==> src/rtl/core/rgb_conv3x3_filter_top_macros.svh <==
// ---------------------------------------------------------------------------
// RGB 3x3 convolution filter - assertion macros
// Concurrent assertion helpers clocked on clk_i and disabled in reset on
// rst_ni. They compile to nothing when SYNTHESIS is defined.
// ---------------------------------------------------------------------------
`ifndef RGB_CONV3X3_FILTER_TOP_MACROS_SVH
`define RGB_CONV3X3_FILTER_TOP_MACROS_SVH
`ifndef SYNTHESIS
// Check that a property holds at every clock edge outside reset.
`define RCF_ASSERT(lbl, prop, msg) \
  lbl: assert property (@(posedge clk_i) disable iff (!rst_ni) (prop)) else $error(msg);
// Check that a condition never holds at a clock edge outside reset.
`define RCF_NEVER(lbl, expr, msg) \
  lbl: assert property (@(posedge clk_i) disable iff (!rst_ni) !(expr)) else $error(msg);
`else
`define RCF_ASSERT(lbl, prop, msg)
`define RCF_NEVER(lbl, expr, msg)
`endif
`endif

==> src/rtl/core/rcf_pkg.sv <==
// ---------------------------------------------------------------------------
// RGB 3x3 convolution filter - shared package
// Register codes, kernel modes, stage structs and the kernel arithmetic
// (weighted sum and normalizing divide) used by the filter core.
// ---------------------------------------------------------------------------
package rcf_pkg;

  // Configuration port
  localparam int CfgIdxW  = 8;
  localparam int CfgDataW = 13;

  // Register fields
  localparam int ModeW       = 2;
  localparam int ImgWidthW   = 11;
  localparam int ImgHeightW  = 13;
  localparam int RowW        = 13;
  localparam int MaxHeight   = 4096;
  localparam int WidthReset  = 640;
  localparam int HeightReset = 480;

  // Pixel layout: red in the low byte, then green, then blue
  localparam int ChanW    = 8;
  localparam int Channels = 3;
  localparam int PixW     = ChanW * Channels;
  localparam int WinDim   = 3;
  localparam int Taps     = WinDim * WinDim;

  // Signed weighted sum spans -1020..2295
  localparam int SumW = 13;

  // Divide by 9 and by 10 as multiply by a rounded-up reciprocal, exact
  // for every nonnegative sum below 2**14
  localparam int RecipW     = 16;
  localparam int RecipShift = 16;
  localparam logic [RecipW-1:0] Recip9  = 16'd7282;
  localparam logic [RecipW-1:0] Recip10 = 16'd6554;
  localparam int EdgeShift = 3;
  localparam logic [ChanW-1:0] ChanMax = 8'd255;

  typedef enum logic [CfgIdxW-1:0] {
    REG_FILTER_MODE  = 8'd0,
    REG_IMAGE_WIDTH  = 8'd1,
    REG_IMAGE_HEIGHT = 8'd2
  } cfg_reg_e;

  typedef enum logic [ModeW-1:0] {
    MODE_BLUR    = 2'd0,
    MODE_SHARPEN = 2'd1,
    MODE_EDGE    = 2'd2,
    MODE_EMBOSS  = 2'd3
  } filter_mode_e;

  typedef logic [ChanW-1:0]         chan_t;
  typedef logic [PixW-1:0]          pix_t;
  typedef logic [Taps-1:0][ChanW-1:0] taps_t;
  typedef logic signed [SumW-1:0]   sum_t;

  // Position facts of the centre pixel, decided when its newest item enters
  typedef struct packed {
    logic emit;
    logic last;
    logic top_ok;
    logic bot_ok;
    logic left_ok;
    logic right_ok;
  } pos_meta_t;

  // One result beat
  typedef struct packed {
    pix_t data;
    logic last;
  } out_beat_t;

  // Weighted 3x3 sum of one channel; taps are ordered row by row, oldest
  // column first, and already zero where the neighbour lies outside
  function automatic sum_t conv_sum(filter_mode_e mode, taps_t p);
    sum_t v [Taps];
    sum_t acc;
    for (int i = 0; i < Taps; i++) begin
      v[i] = sum_t'({1'b0, p[i]});
    end
    case (mode)
      MODE_BLUR:    acc = v[0] + v[1] + v[2] + v[3] + v[4] + v[5] + v[6] + v[7] + v[8];
      MODE_SHARPEN: acc = (v[4] <<< 2) + v[4] - v[1] - v[3] - v[5] - v[7];
      MODE_EDGE:    acc = v[1] + v[3] + v[5] + v[7] - (v[4] <<< 2);
      MODE_EMBOSS:  acc = v[4] + v[5] + v[7] + (v[8] <<< 1) - (v[0] <<< 1) - v[1] - v[3];
      default:      acc = '0;
    endcase
    return acc;
  endfunction

  // Divide by the kernel norm, truncate toward zero, saturate to 0..255
  function automatic chan_t div_norm(filter_mode_e mode, sum_t s);
    logic [SumW-2:0]        mag;
    logic [RecipW-1:0]      recip;
    logic [SumW-2+RecipW:0] prod;
    logic [SumW-2:0]        q;
    chan_t                  res;
    mag   = s[SumW-2:0];
    recip = (mode == MODE_EMBOSS) ? Recip10 : Recip9;
    prod  = mag * recip;
    if (mode == MODE_EDGE) begin
      q = mag >> EdgeShift;
    end else begin
      q = prod[RecipShift +: (SumW-1)];
    end
    if (s[SumW-1]) begin
      res = '0;
    end else if (q > (SumW-1)'(ChanMax)) begin
      res = ChanMax;
    end else begin
      res = q[ChanW-1:0];
    end
    return res;
  endfunction

endpackage

==> src/rtl/core/rcf_conv.sv <==
// ---------------------------------------------------------------------------
// RGB 3x3 convolution filter - window and kernel datapath
// Takes the line-buffer reads, shifts the 3x3 window, forms the masked
// weighted sums and normalizes them into one result beat.
// ---------------------------------------------------------------------------
`include "rgb_conv3x3_filter_top_macros.svh"

module rcf_conv
  import rcf_pkg::*;
(
  input  logic         clk_i,
  input  logic         rst_ni,
  input  logic         adv_i,
  input  logic         accept_i,
  input  pix_t         pix_i,
  input  pos_meta_t    meta_i,
  input  logic         bank_i,
  input  filter_mode_e mode_i,
  input  pix_t         rd0_i,
  input  pix_t         rd1_i,
  output logic         push_o,
  output out_beat_t    beat_o
);

  // Stage 1: beat waiting for its line-buffer reads
  logic      s1_valid_q;
  pix_t      s1_pix_q;
  pos_meta_t s1_meta_q;
  logic      s1_bank_q;
  // Stage 2: window holding the neighbourhood
  logic      s2_valid_q;
  pos_meta_t s2_meta_q;
  pix_t      win_q [WinDim][WinDim];
  // Stage 3: weighted sums
  logic      s3_valid_q;
  logic      s3_emit_q;
  logic      s3_last_q;
  sum_t      s3_sum_q [Channels];

  pix_t        top_pix, mid_pix;
  logic [2:0]  row_ok, col_ok;
  taps_t       taps [Channels];
  sum_t        sum_d [Channels];

  // Valid bits move only when the pipeline advances
  always_ff @(posedge clk_i or negedge rst_ni) begin
    if (!rst_ni) begin
      s1_valid_q <= 1'b0;
      s2_valid_q <= 1'b0;
      s3_valid_q <= 1'b0;
    end else if (adv_i) begin
      s1_valid_q <= accept_i;
      s2_valid_q <= s1_valid_q;
      s3_valid_q <= s2_valid_q;
    end
  end

  // Capture the accepted beat
  always_ff @(posedge clk_i) begin
    if (adv_i && accept_i) begin
      s1_pix_q  <= pix_i;
      s1_meta_q <= meta_i;
      s1_bank_q <= bank_i;
    end
  end

  // The bank being overwritten holds the row two above
  assign top_pix = s1_bank_q ? rd1_i : rd0_i;
  assign mid_pix = s1_bank_q ? rd0_i : rd1_i;

  // Shift the window left and load the new column
  always_ff @(posedge clk_i or negedge rst_ni) begin
    if (!rst_ni) begin
      for (int r = 0; r < WinDim; r++) begin
        for (int c = 0; c < WinDim; c++) begin
          win_q[r][c] <= '0;
        end
      end
    end else if (adv_i && s1_valid_q) begin
      for (int r = 0; r < WinDim; r++) begin
        win_q[r][0] <= win_q[r][1];
        win_q[r][1] <= win_q[r][2];
      end
      win_q[0][2] <= top_pix;
      win_q[1][2] <= mid_pix;
      win_q[2][2] <= s1_pix_q;
    end
  end

  always_ff @(posedge clk_i) begin
    if (adv_i && s1_valid_q) begin
      s2_meta_q <= s1_meta_q;
    end
  end

  // Mask neighbours outside the image and sum each channel
  assign row_ok = {s2_meta_q.bot_ok, 1'b1, s2_meta_q.top_ok};
  assign col_ok = {s2_meta_q.right_ok, 1'b1, s2_meta_q.left_ok};

  always_comb begin
    for (int ch = 0; ch < Channels; ch++) begin
      for (int r = 0; r < WinDim; r++) begin
        for (int c = 0; c < WinDim; c++) begin
          taps[ch][r*WinDim + c] = (row_ok[r] && col_ok[c]) ?
                                   win_q[r][c][ch*ChanW +: ChanW] : '0;
        end
      end
      sum_d[ch] = conv_sum(mode_i, taps[ch]);
    end
  end

  always_ff @(posedge clk_i) begin
    if (adv_i && s2_valid_q) begin
      s3_emit_q <= s2_meta_q.emit;
      s3_last_q <= s2_meta_q.last;
      for (int ch = 0; ch < Channels; ch++) begin
        s3_sum_q[ch] <= sum_d[ch];
      end
    end
  end

  // Normalize into the result beat
  always_comb begin
    beat_o.last = s3_last_q;
    for (int ch = 0; ch < Channels; ch++) begin
      beat_o.data[ch*ChanW +: ChanW] = div_norm(mode_i, s3_sum_q[ch]);
    end
  end

  assign push_o = adv_i && s3_valid_q && s3_emit_q;

  `RCF_ASSERT(a_last_emits, (s3_valid_q && s3_last_q) |-> s3_emit_q,
              "frame end flagged on a beat that gives no result")

endmodule

==> config.mk <==
export PLATFORM = sky130hd
export DESIGN_NAME = rcf_conv
export DESIGN_NICKNAME = d
export VERILOG_FILES = /design/src/rtl/core/rcf_pkg.sv /design/src/rtl/core/rcf_conv.sv
export VERILOG_INCLUDE_DIRS = /design/src /design/src/rtl/core
export SDC_FILE = /design/constraint.sdc
export NUM_CORES = 2
export LEC_CHECK = 0
export ABC_AREA = 1
export BUFFER_PORTS_ARGS = -buffer_cell sky130_fd_sc_hd__clkbuf_2
export CELL_PAD_IN_SITES_DETAIL_PLACEMENT = 1
export CELL_PAD_IN_SITES_GLOBAL_PLACEMENT = 1
export CORE_ASPECT_RATIO = 0.6
export CORE_MARGIN = 3
export CORE_UTILIZATION = 40
export DETAILED_ROUTE_END_ITERATION = 16
export GPL_TIMING_DRIVEN = 1
export PLACE_DENSITY = 0.74
export SETUP_SLACK_MARGIN = 0.3
export SLEW_MARGIN = 40
export SYNTH_ARGS = -nofsm -noshare
export SYNTH_HDL_FRONTEND = slang
export SYNTH_SLANG_ARGS = --single-unit
==> constraint.sdc <==
create_clock -name clk_i -period 7 [get_ports clk_i]
set_clock_uncertainty 0.15 [all_clocks]
set_input_delay 1.05 -clock clk_i [delete_from_list [all_inputs] [get_ports clk_i]]
set_output_delay 1.05 -clock clk_i [all_outputs]
set_load 0.02 [all_outputs]
# --- After elaboration in Yosys (flattened, before gate mapping) ---
# Memories as Yosys holds them, arrays and structs flattened.
# Index checks and enable logic that the tools add are counted.
# Widths: inputs -> output; s select.
totals:
  ramBits: 39
  input_bits: 85
  n_memories: 1
  out_inout_bits: 26
  register_bits: 258
op_classes:
  n_mul: 3
  eq_ne: 3
  reduce_logical: 10
  addsub: 69
  magnitude_cmp: 3
  n_mux: 41
mem_list:
  columns: ["name", "words", "width", "rd", "rd_clocked_by_memory_dff", "write_ports", "line", "source"]
  rows:
  - ["s3_sum_q", 3, 13, 3, 0, 3, "rcf_conv.sv:38", "sum_t s3_sum_q [Channels];"]
ops:
  columns: ["operator", "n"]
  rows:
  - ["$mux 8", 30]
  - ["$pmux 13 s4", 3]
  - ["$add 13x9->13", 9]
  - ["$sub 13x9->13", 9]
  - ["$add 10x8->11", 9]
  - ["$add 9x8->10", 9]
  - ["$add 8x8->9", 9]
  - ["$sub 12x9->13", 6]
  - ["$mul 12x13->25", 3]
  - ["$mux 24", 2]
  - ["$add 12x8->13", 3]
  - ["$add 11x8->12", 3]
  - ["$gt 12x8->1 const B", 3]
  - ["$sub 11x10->12", 3]
  - ["$sub 11x8->12", 3]
  - ["$sub 11x9->12", 3]
  - ["$add 10x9->11", 3]
  - ["$mux 12", 2]
  - ["$mux 11", 1]
  - ["$logic_and 1x1->1", 9]
  - ["$mux 9", 1]
  - ["$eq 2x2->1 const B", 2]
  - ["$eq 2x1->1 const B", 1]
  - ["$logic_not 2->1", 1]
  - ["$mux 1", 2]

# --- Depth between registers and ports, before layout ---
depth:
  ltp_word: 11
  mapped_depth: 29
  mapped_depth_nobuf: 28

# --- Worst setup path before layout ---
# Ideal clock, no wire load.
synth_timing:
  path_type: "input port to output port"
  start: "input mode_i[1]"
  end: "output beat_o[10] (netlist name)"
  path_buffers: 2
  slack_ps: 65
  arrival_ps: 5735
  required_time_ps: 5800
  cell_stages: 24
  path_cell_list: "nand2_1 -> clkbuf_1 -> buf_1 -> nor2_1 -> fa_1 -> inv_1 -> fa_1 -> fa_1 -> inv_1 -> fa_1 -> inv_1 -> fa_1 -> inv_1 -> ha_1 -> nand2_1 -> nor2_1 -> nand2_1 -> nor2_1 -> nand2_1 -> nand3_1 -> nand2_1 -> nand3_2 -> nand2_4 -> a21oi_1"
synth_rtl:
  columns: ["item", "line", "source"]
  rows:
  - ["start, declared", "rcf_conv.sv:18", "input filter_mode_e mode_i,"]
  - ["end, declared", "rcf_conv.sv:22", "output out_beat_t beat_o"]

==> results by group <==
GRT
  • Tot GR Track Use: 0.255
  • Largest net degree at the start of global routing: 139
  • Vias in the first global route: 38,800
  • Initial antenna violation count: 0
  • First-pass GRT wire length: 218,000 um
  • Grt total ovfl: 0

Layout
  • Share of cells above drive strength 1: 0.123
  • Filler instances: 12,500
  • Area growth syn-to-layout: 15.2%
  • Layout Nets: 6,558
  • Design area: 48,300 um2
  • Commonest non-fill, non-tap cell in the layout: inv_1
  • Commonest non-fill, non-tap cells in the layout: inv_1 (1,213), nand2_1 (1,078), fa_1 (585)

Placed design
  • Gpl congestion: 0.929
  • IO buf count: 110
  • DP Worst Slack: -322 ps
  • Area of placed instances: 45,400 um2
  • DP HPWL: 114,000 um

Logic synthesis
  • Yosys reg bits: 297
  • Dominant synthesized flop cell: dfrtp_1
  • Synth top area cells: fa_1 (28%), ha_1 (14%), dfrtp_1 (13%)
  • Yosys top cell area share: 0.284
  • Avg Cell Area, Syn: 8.13 um2
  • Synthesized area: 41,900 um2
  • EDFF count, synth: 78
  • Synth unique cells: 42
  • Post-synthesis sequential area ratio: 0.187
  • Post-Syn Instances: 5,158
  • Dominant cell type by area after synthesis: fa_1
  • Ys async rst share: 0.737
  • Yosys warns: 0

Clock tree
  • Root buffer cell: clkbuf_16
  • H-tree depth: 1
  • CTS buffer count: 30
  • Clock Pin Slew Worst Setup and Hold Paths: 70 ps
  • Clock Tree Buf Depth: 3
  • Later-pin clock latency in the skew report: 610 ps
  • CTS Sinks: 297
  • CTS tree: yes
  • Post-CTS Hold Fix Bufs: 0

Timing
  • Setup violators final: 9
  • F_max: 142 MHz
  • Final hold violation count: 0
  • Period utilization: 1.00
  • Worst setup margin: -32.1 ps
  • Min Tclk post-route: 7030 ps
  • Fin. max-slew vios: 0
  • Unrepaired setup endpoints after global routing: true
  • Slew headroom: 0.422
  • Worst Tran Pin Value: 867 ps

Routing
  • Remaining DRCs: 0
  • Pre-antenna DRT Iters: 5
  • Via count: 34,800
  • Initial DRC count: 2,007
  • DRT antenna net count: 0
  • Vias per cell: 5.09
  • Routed wire length: 137,000 um
  • DR WL/cell: 20.0 um

Floorplan
  • Die H: 257 um
  • Ports: 111
  • Core Area: 103,000 um2
  • Die Wd: 424 um
  • Initial Utilization: 0.406
  • Die area: 109,000 um2
  • Rows: 91

Setup path
  • Kind of critical path: in2out
  • CP max FO: 8
  • Worst setup path startpoint: mode_i[0]
  • Critical-path top delay cell: fa_1
  • CP Data Arrival Time: 5830 ps
  • Worst Path Buf+Inv: 9
  • Startpoint types: input pin
  • Worst r2r src: row_ok[0]$_DFFE_PP_
  • Slowest stage delay, CP: 590 ps
  • Critical Path RT: 5800 ps
  • Cell family with most CP delay: adder cells
  • Worst setup EP type: output port

Worst hold path
  • Worst min-delay path class: reg2reg
  • Worst Min Path Start: s1_meta_q[1]$_DFFE_PP_

Job
  • Max cap viols: 0

Status
  • Status: finished, violations left
  • Failing checks: negative setup slack
-- area by class of cell --
type | count | area, um2 | share of cell area
multi-input combinational | 3521 | 30400 | 0.629
clock inverter | 14 | 108 | 0.00223
inverter | 1240 | 4690 | 0.0972
antenna | 1 | 2.50 | 0.0000518
sequential | 297 | 7820 | 0.162
timing repair buffer | 324 | 2650 | 0.0550
clock buffer | 42 | 872 | 0.0181
tap | 1395 | 1750 | 0.0362
-- synthesized netlist by cell type (all sizes together) (15+ instances only) --
| cell | number |
|---|---|
| o21ai | 269 |
| xor2 | 47 |
| fa | 594 |
| a31oi | 17 |
| o211ai | 28 |
| nor2 | 300 |
| a21oi | 285 |
| or2 | 33 |
| xnor2 | 31 |
| nand3b | 15 |
| nand3 | 164 |
| nand2 | 1115 |
| buf | 29 |
| o21bai | 17 |
| dfrtp | 219 |
| ha | 465 |
| edfxtp | 78 |
| nor3 | 21 |
| nand4 | 61 |
| inv | 1238 |
| clkbuf | 82 |
-- state kept, by name (all words and copies together) (netlist names) --
signal      cells
win_q         192
s3_sum_q       39
s1_pix_q       24
taps           24
s1_meta_q       6
col_ok          2
row_ok          2
s2_meta_q       2
s1_bank_q       1
s1_valid_q      1
s2_valid_q      1
s3_emit_q       1
s3_last_q       1
s3_valid_q      1
-- routing by layer --
metal / part of all wire / global-route usage / vias to the layer above
li1: - / - / 16300
met1: 0.45 / 0.349 / 17500
met2: 0.46 / 0.409 / 733
met3: 0.065 / 0.0616 / 193
met4: 0.023 / 0.0529 / 0
met5: 0 / 0 / -
-- worst paths after layout --
check | endpoint | slack, ps | cells past startpoint
max in group asynchronous | win_q[191]$_DFFE_PN0P_ | 5050 | 3
worst min register to register | col_ok[0]$_DFFE_PP_ | 280 | 0
worst max-delay path | beat_o[20] | -30 | 29
min in group asynchronous | win_q[198]$_DFFE_PN0P_ | 290 | 1
worst max register to register | s3_sum_q[0][35]$_DFFE_PP_ | 530 | 22
worst min-delay path | col_ok[0]$_DFFE_PP_ | 280 | 0
-- timing repair --
action	CTS	global route
buffers inserted	15	14
gates resized for setup	228	159
pin swaps	80	69
setup endpoints to repair	24	34
cloned	0	2
-- cell families (layout without fill, tap and decap cells) --
group,Yosys count,in the layout,synth area share
simple gates,1712,1712,0.167
other cells,1,13,0.0000895
buf+inv,1351,1620,0.122
fa+ha+maj,1059,1059,0.423
xor+xnor,78,78,0.0163
compound gates,660,660,0.0854
flops,297,297,0.187
-- stage by stage --
step / instances / util / TNS, ps / hold WS [ps]
after floorplan: 5169 / - / 0 / 250
after CTS: 6815 / 0.459 / 0 / 276
after global placement: 6744 / 0.439 / -4590 / 252
after global routing: 6833 / 0.467 / -4310 / 283
final: 6834 / 0.467 / -101 / 276
after detailed placement: 6744 / 0.439 / -5920 / 260
Power is left out: the tool's default activity adds up to more than one toggle a clock period on the data nets, which glitch-free logic cannot reach.
