<file path="src/rtl/core/rgb_conv3x3_filter_top_macros.svh">
// ---------------------------------------------------------------------------
// RGB 3x3 convolution filter - assertion macros
// Concurrent assertion helpers clocked on clk_i and disabled in reset on
// rst_ni. They compile to nothing when SYNTHESIS is defined.
// ---------------------------------------------------------------------------
`ifndef RGB_CONV3X3_FILTER_TOP_MACROS_SVH
`define RGB_CONV3X3_FILTER_TOP_MACROS_SVH
`ifndef SYNTHESIS
// Check that a property holds at every clock edge outside reset.
`define RCF_ASSERT(lbl, prop, msg) \
  lbl: assert property (@(posedge clk_i) disable iff (!rst_ni) (prop)) else $error(msg);
// Check that a condition never holds at a clock edge outside reset.
`define RCF_NEVER(lbl, expr, msg) \
  lbl: assert property (@(posedge clk_i) disable iff (!rst_ni) !(expr)) else $error(msg);
`else
`define RCF_ASSERT(lbl, prop, msg)
`define RCF_NEVER(lbl, expr, msg)
`endif
`endif

</file>
<file path="src/rtl/core/rcf_pkg.sv">
// ---------------------------------------------------------------------------
// RGB 3x3 convolution filter - shared package
// Register codes, kernel modes, stage structs and the kernel arithmetic
// (weighted sum and normalizing divide) used by the filter core.
// ---------------------------------------------------------------------------
package rcf_pkg;

  // Configuration port
  localparam int CfgIdxW  = 8;
  localparam int CfgDataW = 13;

  // Register fields
  localparam int ModeW       = 2;
  localparam int ImgWidthW   = 11;
  localparam int ImgHeightW  = 13;
  localparam int RowW        = 13;
  localparam int MaxHeight   = 4096;
  localparam int WidthReset  = 640;
  localparam int HeightReset = 480;

  // Pixel layout: red in the low byte, then green, then blue
  localparam int ChanW    = 8;
  localparam int Channels = 3;
  localparam int PixW     = ChanW * Channels;
  localparam int WinDim   = 3;
  localparam int Taps     = WinDim * WinDim;

  // Signed weighted sum spans -1020..2295
  localparam int SumW = 13;

  // Divide by 9 and by 10 as multiply by a rounded-up reciprocal, exact
  // for every nonnegative sum below 2**14
  localparam int RecipW     = 16;
  localparam int RecipShift = 16;
  localparam logic [RecipW-1:0] Recip9  = 16'd7282;
  localparam logic [RecipW-1:0] Recip10 = 16'd6554;
  localparam int EdgeShift = 3;
  localparam logic [ChanW-1:0] ChanMax = 8'd255;

  typedef enum logic [CfgIdxW-1:0] {
    REG_FILTER_MODE  = 8'd0,
    REG_IMAGE_WIDTH  = 8'd1,
    REG_IMAGE_HEIGHT = 8'd2
  } cfg_reg_e;

  typedef enum logic [ModeW-1:0] {
    MODE_BLUR    = 2'd0,
    MODE_SHARPEN = 2'd1,
    MODE_EDGE    = 2'd2,
    MODE_EMBOSS  = 2'd3
  } filter_mode_e;

  typedef logic [ChanW-1:0]         chan_t;
  typedef logic [PixW-1:0]          pix_t;
  typedef logic [Taps-1:0][ChanW-1:0] taps_t;
  typedef logic signed [SumW-1:0]   sum_t;

  // Position facts of the centre pixel, decided when its newest item enters
  typedef struct packed {
    logic emit;
    logic last;
    logic top_ok;
    logic bot_ok;
    logic left_ok;
    logic right_ok;
  } pos_meta_t;

  // One result beat
  typedef struct packed {
    pix_t data;
    logic last;
  } out_beat_t;

  // Weighted 3x3 sum of one channel; taps are ordered row by row, oldest
  // column first, and already zero where the neighbour lies outside
  function automatic sum_t conv_sum(filter_mode_e mode, taps_t p);
    sum_t v [Taps];
    sum_t acc;
    for (int i = 0; i < Taps; i++) begin
      v[i] = sum_t'({1'b0, p[i]});
    end
    case (mode)
      MODE_BLUR:    acc = v[0] + v[1] + v[2] + v[3] + v[4] + v[5] + v[6] + v[7] + v[8];
      MODE_SHARPEN: acc = (v[4] <<< 2) + v[4] - v[1] - v[3] - v[5] - v[7];
      MODE_EDGE:    acc = v[1] + v[3] + v[5] + v[7] - (v[4] <<< 2);
      MODE_EMBOSS:  acc = v[4] + v[5] + v[7] + (v[8] <<< 1) - (v[0] <<< 1) - v[1] - v[3];
      default:      acc = '0;
    endcase
    return acc;
  endfunction

  // Divide by the kernel norm, truncate toward zero, saturate to 0..255
  function automatic chan_t div_norm(filter_mode_e mode, sum_t s);
    logic [SumW-2:0]        mag;
    logic [RecipW-1:0]      recip;
    logic [SumW-2+RecipW:0] prod;
    logic [SumW-2:0]        q;
    chan_t                  res;
    mag   = s[SumW-2:0];
    recip = (mode == MODE_EMBOSS) ? Recip10 : Recip9;
    prod  = mag * recip;
    if (mode == MODE_EDGE) begin
      q = mag >> EdgeShift;
    end else begin
      q = prod[RecipShift +: (SumW-1)];
    end
    if (s[SumW-1]) begin
      res = '0;
    end else if (q > (SumW-1)'(ChanMax)) begin
      res = ChanMax;
    end else begin
      res = q[ChanW-1:0];
    end
    return res;
  endfunction

endpackage

</file>
<file path="src/rtl/core/rcf_skid.sv">
// ---------------------------------------------------------------------------
// RGB 3x3 convolution filter - output skid buffer
// Two-entry result buffer whose ready is a register, so the datapath keeps
// taking beats while a finished result waits at the output.
// ---------------------------------------------------------------------------
`include "rgb_conv3x3_filter_top_macros.svh"

module rcf_skid
  import rcf_pkg::*;
(
  input  logic      clk_i,
  input  logic      rst_ni,
  input  logic      push_i,
  input  out_beat_t beat_i,
  output logic      ready_o,
  output logic      out_valid_o,
  input  logic      out_ready_i,
  output out_beat_t out_beat_o
);

  logic      out_valid_q, out_valid_d;
  logic      skid_valid_q, skid_valid_d;
  out_beat_t out_beat_q;
  out_beat_t skid_beat_q;
  logic      out_free;

  assign out_free = !out_valid_q || out_ready_i;

  // Refill the output from the skid entry first, else from the datapath
  always_comb begin
    out_valid_d  = out_valid_q;
    skid_valid_d = skid_valid_q;
    if (out_free) begin
      out_valid_d  = skid_valid_q || push_i;
      skid_valid_d = 1'b0;
    end else if (push_i) begin
      skid_valid_d = 1'b1;
    end
  end

  always_ff @(posedge clk_i or negedge rst_ni) begin
    if (!rst_ni) begin
      out_valid_q  <= 1'b0;
      skid_valid_q <= 1'b0;
    end else begin
      out_valid_q  <= out_valid_d;
      skid_valid_q <= skid_valid_d;
    end
  end

  always_ff @(posedge clk_i) begin
    if (out_free) begin
      out_beat_q <= skid_valid_q ? skid_beat_q : beat_i;
    end else if (push_i) begin
      skid_beat_q <= beat_i;
    end
  end

  assign ready_o     = !skid_valid_q;
  assign out_valid_o = out_valid_q;
  assign out_beat_o  = out_beat_q;

  `RCF_NEVER(a_no_push_when_full, push_i && skid_valid_q, "result pushed into a full buffer")
  `RCF_NEVER(a_skid_behind_out, skid_valid_q && !out_valid_q, "skid entry held with output empty")

endmodule

</file>
<file path="config.mk">
export PLATFORM = sky130hd
export DESIGN_NAME = rcf_skid
export DESIGN_NICKNAME = d
export VERILOG_FILES = /design/src/rtl/core/rcf_pkg.sv /design/src/rtl/core/rcf_skid.sv
export VERILOG_INCLUDE_DIRS = /design/src /design/src/rtl/core
export SDC_FILE = /design/constraint.sdc
export NUM_CORES = 1
export LEC_CHECK = 0
export ABC_AREA = 1
export BUFFER_PORTS_ARGS = -buffer_cell sky130_fd_sc_hd__buf_2
export CAP_MARGIN = 30
export CELL_PAD_IN_SITES_DETAIL_PLACEMENT = 1
export CELL_PAD_IN_SITES_GLOBAL_PLACEMENT = 1
export CORE_ASPECT_RATIO = 0.8
export CORE_UTILIZATION = 26
export CTS_CLUSTER_DIAMETER = 150
export DETAILED_ROUTE_END_ITERATION = 6
export PLACE_DENSITY_LB_ADDON = 0.1
export REMOVE_ABC_BUFFERS = 1
export SYNTH_ARGS = -nofsm -noshare
export SYNTH_HDL_FRONTEND = slang
export SYNTH_SLANG_ARGS = --single-unit
</file>
<file path="constraint.sdc">
create_clock -name clk_i -period 2.3 [get_ports clk_i]
set_input_delay 0.345 -clock clk_i [delete_from_list [all_inputs] [get_ports clk_i]]
set_output_delay 0.345 -clock clk_i [all_outputs]
set_load 0.01 [all_outputs]
</file>
Yosys cells after proc, flatten, opt, wreduce, memory -nomap -nowiden. Index checks and enable logic that the tools add are counted.

Logic and storage cells: 16. Bits in writable memories: 0. Bits in read-only memories: 0. Memories: 0. Output and inout bits: 27. Input port bits: 29. Latch bits: 0. Flip-flop bits (word level): 52.

Mux-type cells: 3. Divide/modulo/power cells: 0. Eq/ne operators: 0. Bitwise operators: 1. Magnitude comparators: 0. Reduce and logical (&&, ||, !) cells: 6. Shift-type cells: 0. Multipliers: 0. Add/subtract/negate cells: 0.

Operator list (count): $mux 25 (1); $logic_not 1->1 (2); $logic_or 1x1->1 (2); $mux 1 (2); $reduce_and 2->1 (1); $reduce_bool 2->1 (1); $not 1->1 (1).

Logic depth before layout (Yosys ltp). Gate-level depths: netlist (run 1).

Depth after elaboration: 4. Gate-level depth with buffers: 5.

Worst setup path before layout (run 1). Ideal clock, no wire load.

Path type: flip-flop to flip-flop. From: register out_valid_q, in the netlist out_valid_o. To: register skid_beat_q[0] (netlist bit), enable pin. Stages on the path, launching flop included: 3. Arrival: 2.155 ns. Slack: -0.262 ns. Buffers on the path: 0. Cell sequence: dfrtp_1 -> nand2_1 -> nor2_1.

Word-level cells in the longest chain between the ends: 4.

Ends and longest elaborated chain: from (decl) (RTL line rcf_skid.sv:21) `logic out_valid_q, out_valid_d;`; from (signal assigned) (RTL line rcf_skid.sv:46) `out_valid_q <= out_valid_d;`; $logic_not 1->1 (RTL line rcf_skid.sv:27) `assign out_free = !out_valid_q || out_ready_i;`; $logic_or 1x1->1 (RTL line rcf_skid.sv:27); named net out_free (RTL line rcf_skid.sv:25) `logic out_free;`; $not 1->1 (no source line); $reduce_and 2->1 (no source line); to (signal assigned) (RTL line rcf_skid.sv:55) `skid_beat_q <= beat_i;`; to (decl) (RTL line rcf_skid.sv:24) `out_beat_t skid_beat_q;`.

The timed path passes the listed nets, and every way through them passes these cells. A chain may end at the register's enable or synchronous reset.

Worst setup path in the final report (run 1).
From: register skid_valid_q. To: output port ready_o.

Word-level cells in the longest chain between the ends: 1.

Ends and longest elaborated chain: from (decl) (RTL line rcf_skid.sv:22) `logic skid_valid_q, skid_valid_d;`; from (signal assigned) (RTL line rcf_skid.sv:47) `skid_valid_q <= skid_valid_d;`; $logic_not 1->1 (RTL line rcf_skid.sv:59) `assign ready_o = !skid_valid_q;`; to (decl) (RTL line rcf_skid.sv:15) `output logic ready_o,`.

Every way passes these cells.

==> results.yml, run 1 <==
placed_design:
  dp_cells: 282
  portBuffers: 55
  dpl_cell_area_um2: 2307
  hpwl_um: 2761
  place.gp.congestion: 0.6134
logic_synthesis:
  ys_dominant_reg_cell: "edfxtp_1"
  synth_cell_type_count: 10
  synth_compound_area_frac: 0
  yosys.area_share.adder: 0
  yosys.area.top_type: "edfxtp_1"
  synth-simple-area-share: 0.1613
  synthTopCellsByArea: "edfxtp_1, nand2_1, dfrtp_1"
  ys_seq_area_frac: 0.8000
  synth_commonest_cells: "nand2_1, edfxtp_1, nand2_2"
  synth_warnings: 0
  synth_top_family_by_area: "simple AND/OR/NAND/NOR gates"
  synthDominantCellAreaShare: 0.7742
  syn_area_per_cell_um2: 13.85
  syn_area_um2: 1939
  synthArstFlopShare: 0.03846
  synth_seq_cells: 52
  synth_edf_count: 50
  syn_inst: 140
  synth_xor_xnor_area_share: 0
  muxShareOfSynthArea: 0
  yosysMostFrequentCell: "nand2_1"
timing:
  relSlewSlack: 0.8183
  finalSetupViolations: 0
  rsz0062_at_grt: "no"
  max_freq_ghz: 0.6990
  timing.final.crit_period_ps: 1431
  tightest_slew_ps: 272.5
  maxSlewViolCount: 0
  fin_skew_ps: 5.786
  min_period_over_period: 0.6220
  hold_viol_final: 0
cells_and_area:
  diodes: 0
  final_nets: 232
  fin_cells: 291
  layout-drive-gt1-share: 0.3627
  syn_to_final_growth_pct: 25.03
  finalInstanceArea_um2: 2425
route:
  wl_um: 3942
  first_pass_iters: 5
  drc: 0
  initialDrtViolationCount: 7
  postRouteAntennaNets: 0
  via_count: 1161
  via_per_inst: 3.990
  wl_per_cell_um: 13.55
power_and_ir_drop:
  power.total_mw: 1.962
  irDropWorstVdd_v: 0.0002715
  p_per_area_nw_per_um2: 809.1
  leakage_nw: 1.053
floorplanning:
  die_y_um: 79.25
  rows: 27
  die_area_um2: 7811
  core_area_um2: 7061
  die_w_um: 98.56
  ios: 56
  initial_utilization: 0.2747
worst_setup_path:
  crit_type: "reg2out"
  cp-start-kind: "flop"
  worst-r2r-cell-count: 3
  cp_slowest_cell: "dfrtp_1"
  cp_cell_sequence: "inv_8 > buf_2"
  worstPathRequired_ps: 1960
  critPathMaxFanout: 26
  slowest_delay_ps: 450
  endpoint_kind: "output pin"
  critPathArrivalTime_ps: 1090
clocking:
  cts.htree.levels: 2
  clkTransAtPathRegs_ps: 90
  cts_sinks: 52
  insertion_delay_ps: 290
  clockBufferDepth: 2
  post_cts.repair.setup_buffers: 0
  ctsRootBufferMaster: "clkbuf_8"
  cts-buffers-inserted: 5
  tritoncts: "built"
global_routing:
  grt_usage: 0.1066
  grt_pass1_wl_um: 6251
  grt_pass1_vias: 1255
  globalRouteOverflowTotal: 0
  grt_max_degree: 27
  antenna_found_initial: 0
hold_path:
  hold_depth: 1
  hp-class: "in2reg"
run:
  drv_cap: 0
run_status:
  outcome: "complete, no violations"
-- metal layers --
layer | vias to the layer above | wire length [um] | track usage
li1 | 588 | - | -
met1 | 538 | 1841 | 0.1344
met2 | 33 | 1899 | 0.1838
met3 | 2 | 182 | 0.02993
met4 | 0 | 19 | 0.02239
met5 | - | 0 | 0
-- metrics by stage --
stage | hold slack, ps | utilization | setup TNS (ps) | setup WS [ps]
2_1_floorplan | 49.41 | - | -6556 | -262.3
3_3_place_gp | 131.2 | 0.3268 | 0 | 1073
3_5_place_dp | 139.0 | 0.3268 | 0 | 1055
4_1_cts | 224.3 | 0.3434 | 0 | 841.2
5_1_grt | 220.6 | 0.3434 | 0 | 798.8
6_report | 236.9 | 0.3434 | 0 | 869.4
-- worst max-delay path: cells and delay by family, from the launching register on --
kind	cells	cell delay [ps]
DFF	1	450
buffers and inverters	2	340
-- report_power, final --
group / total (mW) / internal, mW / switching [mW]
Clock: 0.611 / 0.323 / 0.288
Combinational: 0.210 / 0.0789 / 0.131
Sequential: 1.14 / 1.12 / 0.0178
Total: 1.96 / 1.53 / 0.437
-- registers in the layout, summed over array words and instances, names as in the netlist --
| register | count |
|---|---|
| skid_valid_q | 1 |
| skid_beat_q | 25 |
| out_valid_o | 1 |
| out_beat_o | 25 |
-- repair_timing --
action | in CTS | in global routing
hold buffers | 1 | 0
endpoints found under the hold margin | 2 | 0
gates resized for setup | 0 | 0
-- worst paths after layout --
path / startpoint / slack, ps / end
setup / recovery: skid_valid_q / 870 / ready_o
hold / removal: beat_i[8] / 240 / skid_beat_q[8]
setup reg to reg: skid_valid_q / 1200 / out_beat_o[21]
hold reg to reg: skid_beat_q[1] / 530 / out_beat_o[1]
max in group asynchronous: rst_ni / 1840 / skid_valid_q
min in group asynchronous: rst_ni / 370 / out_valid_o
-- layout make-up --
cell class                      count  area, um^2
Sequential cell                    52        1551
Tap cell                           87       108.9
Clock buffer                        6       72.57
Multi-Input combinational cell     80       315.3
Fill cell                         775        4636
Timing Repair Buffer               61       322.8
Inverter                            3       18.77
Clock inverter                      2       35.03
-- cell usage in the layout, fill, tap and decap left out, drive strengths merged --
| master | netlist | routed |
|---|---|---|
| clkinv | 0 | 1 |
| inv | 3 | 3 |
| dlygate4sd3 | 0 | 1 |
| nor2 | 3 | 3 |
| bufinv | 0 | 1 |
| edfxtp | 50 | 50 |
| dfrtp | 2 | 2 |
| clkbuf | 0 | 6 |
| buf | 5 | 60 |
| nand2 | 77 | 77 |
-- cells by family (layout without fill, tap and decap cells) --
family                 count (synthesis)  count (layout)
AND/OR/NAND/NOR                       80              80
buffers and inverters                  8              72
flip-flops                            52              52
Power figures use the tool's default switching activity.
==> run 2: changes to the inputs <==
clock period = 1.4 ns   (was 2.3 ns; I/O delays follow)
==> results.yml, run 2 (synthesized netlist as in run 1, its figures left out) <==
timing:
  maxSlewViolCount: 0
  whs_ps: 85.36
  tightest_slew_ps: 244.4
  rsz0062_at_grt: "no"
  hold_viol_final: 0
  relSlewSlack: 0.8371
  finalSetupViolations: 0
  timing.final.crit_period_ps: 1332
  max_freq_ghz: 0.7505
  fin_skew_ps: 6.094
  worst_slack_ps: 67.51
  min_period_over_period: 0.9518
run_status:
  outcome: "complete, no violations"
worst_setup_path:
  endpoint_kind: "output pin"
  crit_family: "flip-flops"
  critPathArrivalTime_ps: 1120
  crit_type: "reg2out"
  critPathMaxFanout: 17
  worstPathRequired_ps: 1190
  cp_cell_sequence: "inv_8 > buf_12 > buf_2"
  path_buf_inv: 3
  cp-start-kind: "flop"
  slowest_delay_ps: 460
  cp_slowest_cell: "dfrtp_2"
hold_path:
  hp-class: "in2reg"
power_and_ir_drop:
  p_switching_uw: 737.3
  power.total_mw: 3.258
  pwr-share-clk: 0.313
  switching_share: 0.2263
  p_per_area_nw_per_um2: 1324
  pwr-share-seq: 0.576
  internal_power_mw: 2.520
  irDropWorstVdd_v: 0.0003876
  power_frac_comb: 0.111
  leakage_nw: 1.071
clocking:
  cts_sinks: 52
  cts.htree.levels: 2
  clkTransAtPathRegs_ps: 90
  tritoncts: "built"
  cts-buffers-inserted: 5
  insertion_delay_ps: 310
  clockBufferDepth: 2
  ctsRootBufferMaster: "clkbuf_8"
cells_and_area:
  layout_commonest_cell: "nand2_1"
  final_cell_mix: "nand2_1, buf_2, edfxtp_1"
  diodes: 0
  final_nets: 235
  fin_cells: 294
  fin_util: 0.3486
  layout-drive-gt1-share: 0.3768
  syn_to_final_growth_pct: 26.90
route:
  postRouteAntennaNets: 0
  initialDrtViolationCount: 39
  drc: 0
  first_pass_iters: 3
  via_count: 1206
  wl_per_cell_um: 13.14
  via_per_inst: 4.102
  wl_um: 3863
placed_design:
  dp_cells: 285
  post-place-ws_ps: 266.3
  hpwl_um: 2781
  place.gp.congestion: 0.6298
  portBuffers: 55
floorplanning:
  ios: 56
  die_y_um: 79.25
  die_area_um2: 7811
  initial_utilization: 0.2747
  core_area_um2: 7061
  die_w_um: 98.56
  rows: 27
global_routing:
  antenna_found_initial: 0
  grt_pass1_vias: 1256
  grt_pass1_wl_um: 6313
  grt_max_degree: 19
  globalRouteOverflowTotal: 0
  grt_usage: 0.1100
run:
  drv_cap: 0
run 2: cell types whose count changed in the layout (fill, tap and decap cells not counted):
cell / previous run / this run
buf_12: 0 / 1
dfrtp_1: 2 / 1
dfrtp_2: 0 / 1
buf_4: 5 / 7
run 2: final cells by class:
class,count,area [um^2]
Timing Repair Buffer,64,357.8
Multi-Input combinational cell,80,315.3
Fill cell,779,4599
Clock inverter,2,35.03
Clock buffer,6,72.57
Tap cell,87,108.9
Sequential cell,52,1553
Inverter,3,18.77
run 2: through the flow:
| stage | TNS (ps) | cell area (um^2) |
|---|---|---|
| 2_1_floorplan | -29060 | 1883 |
| 3_3_place_gp | 0 | 2342 |
| 3_5_place_dp | 0 | 2342 |
| 4_1_cts | 0 | 2460 |
| 5_1_grt | 0 | 2461 |
| 6_report | 0 | 2461 |
run 2: power by group through the flow:
stage	registers, mW	logic (mW)	clock network [mW]
2_1_floorplan	1.97	0.108	0
3_3_place_gp	1.91	0.363	0
3_5_place_dp	1.91	0.372	0
4_1_cts	1.88	0.373	1.07
5_1_grt	1.89	0.408	1.11
6_report	1.88	0.360	1.02
run 2: routing by layer:
metal / vias to the layer above / track usage / routed length (um)
li1: 596 / - / -
met1: 568 / 0.1232 / 1670
met2: 35 / 0.1923 / 1917
met3: 7 / 0.04665 / 235
met4: 0 / 0.03134 / 41
met5: - / 0 / 0
run 2: worst paths after layout:
path | startpoint | endpoint | slack [ps] | cells after the start
max in group asynchronous | rst_ni | skid_valid_q | 1080 | 2
worst max register to register | out_valid_o | out_beat_o[21] | 280 | 2
worst min register to register | skid_beat_q[15] | out_beat_o[15] | 530 | 2
min in group asynchronous | rst_ni | skid_valid_q | 210 | 2
worst min-delay path | beat_i[22] | skid_beat_q[22] | 90 | 1
worst max-delay path | skid_valid_q | ready_o | 70 | 3
run 2: worst reg2reg max path, delay by kind of cell, from the launching register on:
kind / cells / cell delay (ps)
DFF: 1 / 390
buffers and inverters: 1 / 290
and+or+nand+nor: 1 / 130
run 2: repair_timing:
| action | 4_1_cts | 5_1_grt |
|---|---|---|
| setup endpoints to repair | 0 | 1 |
| resized for setup | 0 | 1 |
| setup buffers | 0 | 0 |
| endpoints found under the hold margin | 2 | 0 |
| hold buffers | 1 | 0 |
