File: config.mk
export PLATFORM = sky130hd
export DESIGN_NAME = rcf_pos
export DESIGN_NICKNAME = d
export VERILOG_FILES = /design/src/rtl/core/rcf_pkg.sv /design/src/rtl/core/rcf_pos.sv
export VERILOG_INCLUDE_DIRS = /design/src /design/src/rtl/core
export SDC_FILE = /design/constraint.sdc
export NUM_CORES = 1
export LEC_CHECK = 0
export BUFFER_PORTS_ARGS = -buffer_cell sky130_fd_sc_hd__buf_2
export CAP_MARGIN = 20
export CORE_ASPECT_RATIO = 1.5
export CORE_MARGIN = 3
export CORE_UTILIZATION = 60
export CTS_CLUSTER_DIAMETER = 120
export DETAILED_ROUTE_END_ITERATION = 8
export PLACE_DENSITY = 0.82
export SLEW_MARGIN = 5
export SYNTH_ARGS = -nofsm -noshare
export SYNTH_HDL_FRONTEND = slang
export SYNTH_SLANG_ARGS = --single-unit
File: constraint.sdc
create_clock -name clk_i -period 7.85 [get_ports clk_i]
set_input_delay 1.1775 -clock clk_i [delete_from_list [all_inputs] [get_ports clk_i]]
set_output_delay 1.1775 -clock clk_i [all_outputs]
set_load 0.03 [all_outputs]
File: src/rtl/core/rgb_conv3x3_filter_top_macros.svh
// ---------------------------------------------------------------------------
// RGB 3x3 convolution filter - assertion macros
// Concurrent assertion helpers clocked on clk_i and disabled in reset on
// rst_ni. They compile to nothing when SYNTHESIS is defined.
// ---------------------------------------------------------------------------
`ifndef RGB_CONV3X3_FILTER_TOP_MACROS_SVH
`define RGB_CONV3X3_FILTER_TOP_MACROS_SVH
`ifndef SYNTHESIS
// Check that a property holds at every clock edge outside reset.
`define RCF_ASSERT(lbl, prop, msg) \
  lbl: assert property (@(posedge clk_i) disable iff (!rst_ni) (prop)) else $error(msg);
// Check that a condition never holds at a clock edge outside reset.
`define RCF_NEVER(lbl, expr, msg) \
  lbl: assert property (@(posedge clk_i) disable iff (!rst_ni) !(expr)) else $error(msg);
`else
`define RCF_ASSERT(lbl, prop, msg)
`define RCF_NEVER(lbl, expr, msg)
`endif
`endif

File: src/rtl/core/rcf_pkg.sv
// ---------------------------------------------------------------------------
// RGB 3x3 convolution filter - shared package
// Register codes, kernel modes, stage structs and the kernel arithmetic
// (weighted sum and normalizing divide) used by the filter core.
// ---------------------------------------------------------------------------
package rcf_pkg;

  // Configuration port
  localparam int CfgIdxW  = 8;
  localparam int CfgDataW = 13;

  // Register fields
  localparam int ModeW       = 2;
  localparam int ImgWidthW   = 11;
  localparam int ImgHeightW  = 13;
  localparam int RowW        = 13;
  localparam int MaxHeight   = 4096;
  localparam int WidthReset  = 640;
  localparam int HeightReset = 480;

  // Pixel layout: red in the low byte, then green, then blue
  localparam int ChanW    = 8;
  localparam int Channels = 3;
  localparam int PixW     = ChanW * Channels;
  localparam int WinDim   = 3;
  localparam int Taps     = WinDim * WinDim;

  // Signed weighted sum spans -1020..2295
  localparam int SumW = 13;

  // Divide by 9 and by 10 as multiply by a rounded-up reciprocal, exact
  // for every nonnegative sum below 2**14
  localparam int RecipW     = 16;
  localparam int RecipShift = 16;
  localparam logic [RecipW-1:0] Recip9  = 16'd7282;
  localparam logic [RecipW-1:0] Recip10 = 16'd6554;
  localparam int EdgeShift = 3;
  localparam logic [ChanW-1:0] ChanMax = 8'd255;

  typedef enum logic [CfgIdxW-1:0] {
    REG_FILTER_MODE  = 8'd0,
    REG_IMAGE_WIDTH  = 8'd1,
    REG_IMAGE_HEIGHT = 8'd2
  } cfg_reg_e;

  typedef enum logic [ModeW-1:0] {
    MODE_BLUR    = 2'd0,
    MODE_SHARPEN = 2'd1,
    MODE_EDGE    = 2'd2,
    MODE_EMBOSS  = 2'd3
  } filter_mode_e;

  typedef logic [ChanW-1:0]         chan_t;
  typedef logic [PixW-1:0]          pix_t;
  typedef logic [Taps-1:0][ChanW-1:0] taps_t;
  typedef logic signed [SumW-1:0]   sum_t;

  // Position facts of the centre pixel, decided when its newest item enters
  typedef struct packed {
    logic emit;
    logic last;
    logic top_ok;
    logic bot_ok;
    logic left_ok;
    logic right_ok;
  } pos_meta_t;

  // One result beat
  typedef struct packed {
    pix_t data;
    logic last;
  } out_beat_t;

  // Weighted 3x3 sum of one channel; taps are ordered row by row, oldest
  // column first, and already zero where the neighbour lies outside
  function automatic sum_t conv_sum(filter_mode_e mode, taps_t p);
    sum_t v [Taps];
    sum_t acc;
    for (int i = 0; i < Taps; i++) begin
      v[i] = sum_t'({1'b0, p[i]});
    end
    case (mode)
      MODE_BLUR:    acc = v[0] + v[1] + v[2] + v[3] + v[4] + v[5] + v[6] + v[7] + v[8];
      MODE_SHARPEN: acc = (v[4] <<< 2) + v[4] - v[1] - v[3] - v[5] - v[7];
      MODE_EDGE:    acc = v[1] + v[3] + v[5] + v[7] - (v[4] <<< 2);
      MODE_EMBOSS:  acc = v[4] + v[5] + v[7] + (v[8] <<< 1) - (v[0] <<< 1) - v[1] - v[3];
      default:      acc = '0;
    endcase
    return acc;
  endfunction

  // Divide by the kernel norm, truncate toward zero, saturate to 0..255
  function automatic chan_t div_norm(filter_mode_e mode, sum_t s);
    logic [SumW-2:0]        mag;
    logic [RecipW-1:0]      recip;
    logic [SumW-2+RecipW:0] prod;
    logic [SumW-2:0]        q;
    chan_t                  res;
    mag   = s[SumW-2:0];
    recip = (mode == MODE_EMBOSS) ? Recip10 : Recip9;
    prod  = mag * recip;
    if (mode == MODE_EDGE) begin
      q = mag >> EdgeShift;
    end else begin
      q = prod[RecipShift +: (SumW-1)];
    end
    if (s[SumW-1]) begin
      res = '0;
    end else if (q > (SumW-1)'(ChanMax)) begin
      res = ChanMax;
    end else begin
      res = q[ChanW-1:0];
    end
    return res;
  endfunction

endpackage

File: src/rtl/core/rcf_pos.sv
// ---------------------------------------------------------------------------
// RGB 3x3 convolution filter - configuration and raster position
// Holds the registers, tracks the column and row of the next input beat
// and decides the border masks and result flags of the lagging centre.
// ---------------------------------------------------------------------------
`include "rgb_conv3x3_filter_top_macros.svh"

module rcf_pos
  import rcf_pkg::*;
#(
  parameter int MAX_WIDTH = 1024,
  localparam int ColW = $clog2(MAX_WIDTH),
  localparam int EffW = $clog2(MAX_WIDTH + 1)
) (
  input  logic                clk_i,
  input  logic                rst_ni,
  input  logic                cfg_valid_i,
  input  logic [CfgIdxW-1:0]  cfg_index_i,
  input  logic [CfgDataW-1:0] cfg_data_i,
  input  logic                accept_i,
  output logic [ColW-1:0]     col_o,
  output logic                bank_o,
  output pos_meta_t           meta_o,
  output filter_mode_e        mode_o
);

  localparam int CmpW     = (EffW > ImgWidthW) ? EffW : ImgWidthW;
  localparam int WidthRst = (MAX_WIDTH < WidthReset) ? MAX_WIDTH : WidthReset;

  filter_mode_e          mode_q, mode_d;
  logic [EffW-1:0]       eff_w_q, eff_w_d;
  logic [ImgHeightW-1:0] eff_h_q, eff_h_d;
  logic [ColW-1:0]       col_q, col_d;
  logic [RowW-1:0]       row_q, row_d;
  logic                  cfg_hit;
  logic [ImgWidthW-1:0]  iw;
  logic [ImgHeightW-1:0] ih;
  logic                  c0, cr_neg, cr_ge_h, restart, col_end;
  logic [RowW-1:0]       h_p1, h_p2;

  assign iw = cfg_data_i[ImgWidthW-1:0];
  assign ih = cfg_data_i[ImgHeightW-1:0];

  // Decode register writes, saturating width and height on the way in
  always_comb begin
    mode_d  = mode_q;
    eff_w_d = eff_w_q;
    eff_h_d = eff_h_q;
    cfg_hit = 1'b0;
    if (cfg_valid_i) begin
      case (cfg_index_i)
        REG_FILTER_MODE: begin
          mode_d  = filter_mode_e'(cfg_data_i[ModeW-1:0]);
          cfg_hit = 1'b1;
        end
        REG_IMAGE_WIDTH: begin
          if (iw == '0) begin
            eff_w_d = EffW'(1);
          end else if (CmpW'(iw) > CmpW'(MAX_WIDTH)) begin
            eff_w_d = EffW'(MAX_WIDTH);
          end else begin
            eff_w_d = EffW'(iw);
          end
          cfg_hit = 1'b1;
        end
        REG_IMAGE_HEIGHT: begin
          if (ih == '0) begin
            eff_h_d = ImgHeightW'(1);
          end else if (ih > ImgHeightW'(MaxHeight)) begin
            eff_h_d = ImgHeightW'(MaxHeight);
          end else begin
            eff_h_d = ih;
          end
          cfg_hit = 1'b1;
        end
        default: cfg_hit = 1'b0;
      endcase
    end
  end

  // Centre lies one row and one column back, or two rows back at column 0
  assign h_p1    = eff_h_q + RowW'(1);
  assign h_p2    = eff_h_q + RowW'(2);
  assign c0      = (col_q == '0);
  assign cr_neg  = c0 ? (row_q < RowW'(2)) : (row_q == '0);
  assign cr_ge_h = c0 ? (row_q >= h_p2) : (row_q >= h_p1);
  assign restart = meta_o.last || cr_ge_h;
  assign col_end = (EffW'(col_q) + EffW'(1)) >= eff_w_q;

  always_comb begin
    meta_o.emit     = !cr_neg && !cr_ge_h;
    meta_o.last     = c0 && (row_q == h_p1);
    meta_o.top_ok   = c0 ? (row_q >= RowW'(3)) : (row_q >= RowW'(2));
    meta_o.bot_ok   = c0 ? (row_q <= eff_h_q) : (row_q < eff_h_q);
    meta_o.left_ok  = c0 ? (eff_w_q >= EffW'(2)) : (col_q >= ColW'(2));
    meta_o.right_ok = !c0;
  end

  // Advance the raster position; drop it on a frame end or register write
  always_comb begin
    col_d = col_q;
    row_d = row_q;
    if (cfg_hit) begin
      col_d = '0;
      row_d = '0;
    end else if (accept_i) begin
      if (restart) begin
        col_d = '0;
        row_d = '0;
      end else if (col_end) begin
        col_d = '0;
        row_d = row_q + RowW'(1);
      end else begin
        col_d = col_q + ColW'(1);
      end
    end
  end

  always_ff @(posedge clk_i or negedge rst_ni) begin
    if (!rst_ni) begin
      mode_q  <= MODE_BLUR;
      eff_w_q <= EffW'(WidthRst);
      eff_h_q <= ImgHeightW'(HeightReset);
      col_q   <= '0;
      row_q   <= '0;
    end else begin
      mode_q  <= mode_d;
      eff_w_q <= eff_w_d;
      eff_h_q <= eff_h_d;
      col_q   <= col_d;
      row_q   <= row_d;
    end
  end

  assign col_o  = col_q;
  assign bank_o = row_q[0];
  assign mode_o = mode_q;

  `RCF_ASSERT(a_col_in_row, EffW'(col_q) < eff_w_q, "column position beyond row width")
  `RCF_ASSERT(a_row_bound, row_q <= h_p1, "row position ran past the frame end")

endmodule

# Word level (Yosys, flattened, before mapping)
# Cells that the tools add are included.
[word_totals]
ramBits = 0
ff_bits = 49
elab_cells = 62
rom_bits = 0
inputBits = 25
out_inout_bits = 19
latchBits = 0
memories = 0
[classes]
add_sub_neg = 5
bitwise_logic = 0
n_mux = 19
n_reduce_logical = 18
multipliers = 0
div_mod_pow = 0
shift = 0
magnitude_cmp = 12
eq_ne = 3
[ops]
columns = ["op", "n"]
rows = [
  ["two-way mux 13 bit", 6],
  ["two-way mux 10 bit", 4],
  ["adder 13 x 1 -> 13 bit (second input constant)", 2],
  ["greater-or-equal comparator 13 bit", 2],
  ["greater-or-equal comparator 13 x 2 -> 1 bit (second input constant)", 2],
  ["logical NOT 13 bit", 2],
  ["two-way mux 11 bit", 2],
  ["adder 13 x 2 -> 13 bit (second input constant)", 1],
  ["== test 13 bit", 1],
  ["> comparator 13 bit (second input constant)", 1],
  ["less-or-equal comparator 13 bit", 1],
  ["< comparator 13 bit", 1],
  ["< comparator 13 x 2 -> 1 bit (second input constant)", 1],
  ["adder 10 x 1 -> 11 bit (second input constant)", 1],
  ["greater-or-equal comparator 11 bit", 1],
  ["greater-or-equal comparator 11 x 2 -> 1 bit (second input constant)", 1],
  ["> comparator 11 bit (second input constant)", 1],
  ["logical NOT 11 bit", 1],
  ["adder 10 x 1 -> 10 bit (second input constant)", 1],
  ["greater-or-equal comparator 10 x 2 -> 1 bit (second input constant)", 1],
  ["logical NOT 10 bit", 1],
  ["== test 8 x 1 -> 1 bit (second input constant)", 1],
  ["== test 8 x 2 -> 1 bit (second input constant)", 1],
  ["logical NOT 8 bit", 1],
  ["8 further kinds", 20],
]

# Longest topological paths before layout
[logic_depth]
ltp_word = 7
ltp_mapped = 15
depth_no_buf = 14

# Worst setup path after synthesis
# OpenSTA, ideal clock, no wires.
[synth_timing]
path_type = "reg-to-output"
start = "reg eff_h_q[1]"
end = "out meta_o[5] (netlist name)"
path_stages_with_launch = 13
t_arrival_ps = 3185
path_buffers = 0
required_ps = 6673
path_slack_ps = 3488
cell_sequence = "dfrtp_1 > ha_1 > nand3_1 > nor3_1 > nand2_1 > xnor2_1 > ha_1 > and3_4 > a221oi_1 > o21ai_0 > a211oi_2 > nor2_1 > a21oi_1"
[synth_lines]
columns = ["element", "line_no", "text"]
rows = [
  ["from (decl)", "rcf_pos.sv:32", "logic [ImgHeightW-1:0] eff_h_q, eff_h_d;"],
  ["from (signal assigned)", "rcf_pos.sv:123", "eff_h_q <= ImgHeightW'(HeightReset);"],
  ["from (signal assigned)", "rcf_pos.sv:129", "eff_h_q <= eff_h_d;"],
  ["to (decl)", "rcf_pos.sv:23", "output pos_meta_t meta_o,"],
]

==> summary by stage <==
Run status
The run finished with clean final reports.

Cells and area
The number of antenna diodes is 0. After filler insertion, the fill cell instance count of the layout stands at around 530. The growth of design area from synthesis to finish is 9.215%.

Of the cells placed in the final design, the portion with a size suffix greater than 1 is 15.66%. The final layout contains about 580 nets. Excluding fillers, the count of instances in the completed layout stands at 574. For this run, the share of the core covered by cells in the final layout is between 60 and 70%.

Hold path
The path category of the worst min-delay check is reg -> reg.

Flow run
The tool flagged a number of max-cap violations equal to 0.

Placement
At the end of routability-driven placement, the weighted congestion stood at 0.9347. The cell count after placement is 565. The post-DP HPWL is between 8000 and 9000 um. The count of buffers added on input and output ports is 43.

Floorplanning
The overall die area is between 7000 and 8000 um^2. The die boundary height is about 110 um. After floorplanning, the core was divided into 36 placement rows.

The die is between 70 and 80 um wide. The initial core utilization is between 60% and 70%. The number of top-level pins is 44.

The core region is 6576 um^2.

Logic synthesis
After synthesis, the cell types taking the most area are sky130_fd_sc_hd__dfrtp_1, sky130_fd_sc_hd__ha_1, sky130_fd_sc_hd__xnor2_1. After synthesis, the most frequently instantiated cells are sky130_fd_sc_hd__ha_1, sky130_fd_sc_hd__dfrtp_1, sky130_fd_sc_hd__nand2_1, sky130_fd_sc_hd__inv_1, sky130_fd_sc_hd__nand3_1. Counting flops and latches in the post-synthesis netlist gives a little under 50.

For this run, the register share of the synthesized area comes to between 20 and 30%. The summed instance area of the synthesized netlist is between 4000 and 5000 um^2. The top-area cell type share of the netlist area is approximately a quarter. The synthesized instance count is 456.

The leading register cell type out of synthesis is sky130_fd_sc_hd__dfrtp_1. The most common cell in the netlist is sky130_fd_sc_hd__ha_1. The fraction of synthesis flops using an asynchronous set or reset pin is 100.0%. A synthesized cell averages 9.052 um^2.

For this run, the number of Yosys warnings is 0. The number of distinct library cell variants in the gate-level netlist after synthesis is 57. The largest total area in the synthesized netlist belongs to sky130_fd_sc_hd__dfrtp_1. The post-synthesis net count is 538. The number of enable flip-flop cells after synthesis is 0.

GRT
The residual overflow from global routing is 0. The first global-routing pass estimated approximately 17,000 um of wire. Entering global routing, the biggest net connects 50 pins.

The initial antenna violation count is 0. In the global route stage, overall resource usage came out at 28.62%. The via count of the first global-routing pass is 3,639.

Worst setup path
At the worst endpoint, the required time is 6.67 ns. The critical path in this run is classified as reg -> out. The arrival time reported for the critical path endpoint is 4.01 ns. STA classifies the critical path startpoint as a flip-flop. The sort of element at the end of the critical path is an output port.

The top fanout value on the critical path is 9.

Detailed routing
The post-detailed-route count of antenna-violating nets is 0. Before antenna repair, the detailed router went through 5 iterations. The average wire per cell in the routed design is 18.67 um. For this block, the routed nets add up to around 11,000 um of wire. In the routed design, unresolved DRC markers number 0. The number of DRC markers after the initial detailed-route iteration is 275.

The detailed router placed around 3,700 vias in this run. The post-detailed-route via-to-cell ratio is 6.509.

Clock network
TritonCTS built the clock tree. The number of hold buffers added after CTS was 0. The count of buffers added by post-CTS timing repair for setup is 0. The root buffer cell chosen for the clock tree is sky130_fd_sc_hd__clkbuf_8. Post-CTS repair changed the size of 0 cells. Clock tree synthesis inserted a total of 5 buffers.

The later-pin clock latency in the skew report is 0.32 ns. The clock tree synthesis step divided the H-tree into 2 levels. The post-CTS clock slew at the launch and capture registers of the worst setup and hold paths is approximately 0.090 ns. The clock tree buffer depth is 2. For this design, the sink count on the clock tree is 49.

Power and ir drop
The combinational power share is 51.1%. The clock network fraction of design power is 17.4%. The share of total power dissipated in sequential elements is 31.4%. Cell internal power was estimated by the tool at 0.5100 mW. The leakage power of the design is roughly 2.1 nW.

The power dissipated by switching net loads is 0.4524 mW. The worst-case IR drop observed on VDD is 0.1589 mV. The fraction of power spent switching nets is 47.01%. Dividing total power by cell area gives a power density of 213.5 nW/um^2.

STA
The smallest clock period supported by the final layout is computed as 5.189 ns. For the pin with the worst max-slew slack, the measured transition is 0.7458 ns. Setup repair after global routing left no endpoint under its margin.

The final-report hold violation count is 0. The worst setup skew after layout is 0.01060 ns. Timing would allow up to 192.7 MHz. The final number of setup-violating endpoints is 0. The number of max-slew violations in the final report is 0. The normalized max-slew margin is approximately half. The final setup TNS is 0 ns.

The share of the clock period used by the worst path after layout is 66.10%. The tightest hold path in the finished design has a slack of 0.4985 ns.
==> flip-flops by register name, summed over array words and instances (netlist names) <==
name and count:
eff_h_q 13, row_q 13, mode_o 2, eff_w_q 11, col_o 10
==> logic make-up (layout without fill, tap and decap cells) <==
family	count (synthesis)	in the layout	synth area share [%]
adders and majority gates	57	57	17.28
xor gates and xnor gates	29	29	6.153
AOI/OAI and AO/OA	100	100	17.98
and+or+nand+nor	169	169	22.49
muxes	6	6	1.637
buffers and inverters	46	88	4.577
DFF	49	49	29.89
==> stage by stage <==
stage | setup slack [ns] | area [um^2] | power [mW]
2_1_floorplan | 3.488 | 4128 | 0.6644
3_3_place_gp | 3.422 | 4388 | 0.7744
3_5_place_dp | 3.180 | 4388 | 0.7925
4_1_cts | 2.778 | 4488 | 0.9619
5_1_grt | 2.427 | 4508 | 1.020
6_report | 2.661 | 4508 | 0.9624
==> power by group through the flow <==
stage	combinational [mW]	sequential [mW]	clock [mW]
6_report	0.492	0.303	0.168
5_1_grt	0.535	0.305	0.180
4_1_cts	0.488	0.302	0.172
3_5_place_dp	0.486	0.307	0
3_3_place_gp	0.469	0.306	0
2_1_floorplan	0.357	0.307	0
==> layout make-up <==
type | count | area (um^2) | area share [%]
clock buffers | 6 | 82.58 | 1.832
clock inverters | 2 | 17.52 | 0.3886
inverters | 35 | 131.4 | 2.914
multi-input cells | 361 | 2705 | 60.01
flip-flops and latches | 49 | 1234 | 27.37
well taps | 76 | 95.09 | 2.109
repair buffers | 45 | 242.7 | 5.384
==> critical path, cell delays in order, from the launching register on <==
cell	delay [ns]
sky130_fd_sc_hd__dfrtp_1	0.52
sky130_fd_sc_hd__ha_1	0.34
sky130_fd_sc_hd__nand3_1	0.16
sky130_fd_sc_hd__nor3_1	0.40
sky130_fd_sc_hd__and3_1	0.29
sky130_fd_sc_hd__nand2_1	0.09
sky130_fd_sc_hd__xnor2_1	0.15
sky130_fd_sc_hd__ha_1	0.28
sky130_fd_sc_hd__and4_1	0.25
sky130_fd_sc_hd__nand3_1	0.14
sky130_fd_sc_hd__a311oi_1	0.36
sky130_fd_sc_hd__a211oi_2	0.12
sky130_fd_sc_hd__nor2_1	0.32
sky130_fd_sc_hd__a21oi_1	0.07
sky130_fd_sc_hd__buf_2	0.20
==> per-layer routing <==
layer	GRT usage (%)	part of all wire, %	vias up
li1	-	-	1756
met1	32.87	39	1794
met2	48.10	51	132
met3	4.860	5.1	54
met4	17.62	4.9	0
met5	0	0	-
==> final timing paths <==
path	from	endpoint	slack, ns	depth (start not counted)
max in group asynchronous	rst_ni	eff_w_q[9]	6.52	2
hold / removal	eff_w_q[9]	eff_w_q[9]	0.50	2
setup reg to reg	eff_h_q[2]	col_o[2]	3.67	14
hold reg to reg	eff_w_q[9]	eff_w_q[9]	0.50	2
min in group asynchronous	rst_ni	row_q[0]	0.74	1
setup / recovery	eff_h_q[2]	meta_o[5]	2.66	14
==> placed cells by master, fill, tap and decap left out, types with 5 or more instances in the layout <==
cell,count
sky130_fd_sc_hd__a21o_1,8
sky130_fd_sc_hd__a21oi_1,13
sky130_fd_sc_hd__a22o_1,22
sky130_fd_sc_hd__and3_1,13
sky130_fd_sc_hd__buf_2,43
sky130_fd_sc_hd__clkbuf_8,6
sky130_fd_sc_hd__dfrtp_1,43
sky130_fd_sc_hd__dfstp_2,6
sky130_fd_sc_hd__ha_1,57
sky130_fd_sc_hd__inv_1,34
sky130_fd_sc_hd__mux2_2,6
sky130_fd_sc_hd__nand2_1,39
sky130_fd_sc_hd__nand2b_1,11
sky130_fd_sc_hd__nand3_1,28
sky130_fd_sc_hd__nand4_1,7
sky130_fd_sc_hd__nor2_1,20
sky130_fd_sc_hd__nor2b_1,5
sky130_fd_sc_hd__nor3_1,11
sky130_fd_sc_hd__nor4_1,10
sky130_fd_sc_hd__o21ai_0,24
sky130_fd_sc_hd__o31ai_1,5
sky130_fd_sc_hd__or3_1,8
sky130_fd_sc_hd__xnor2_1,25
Note: power is estimated with default switching activity, not from simulation.
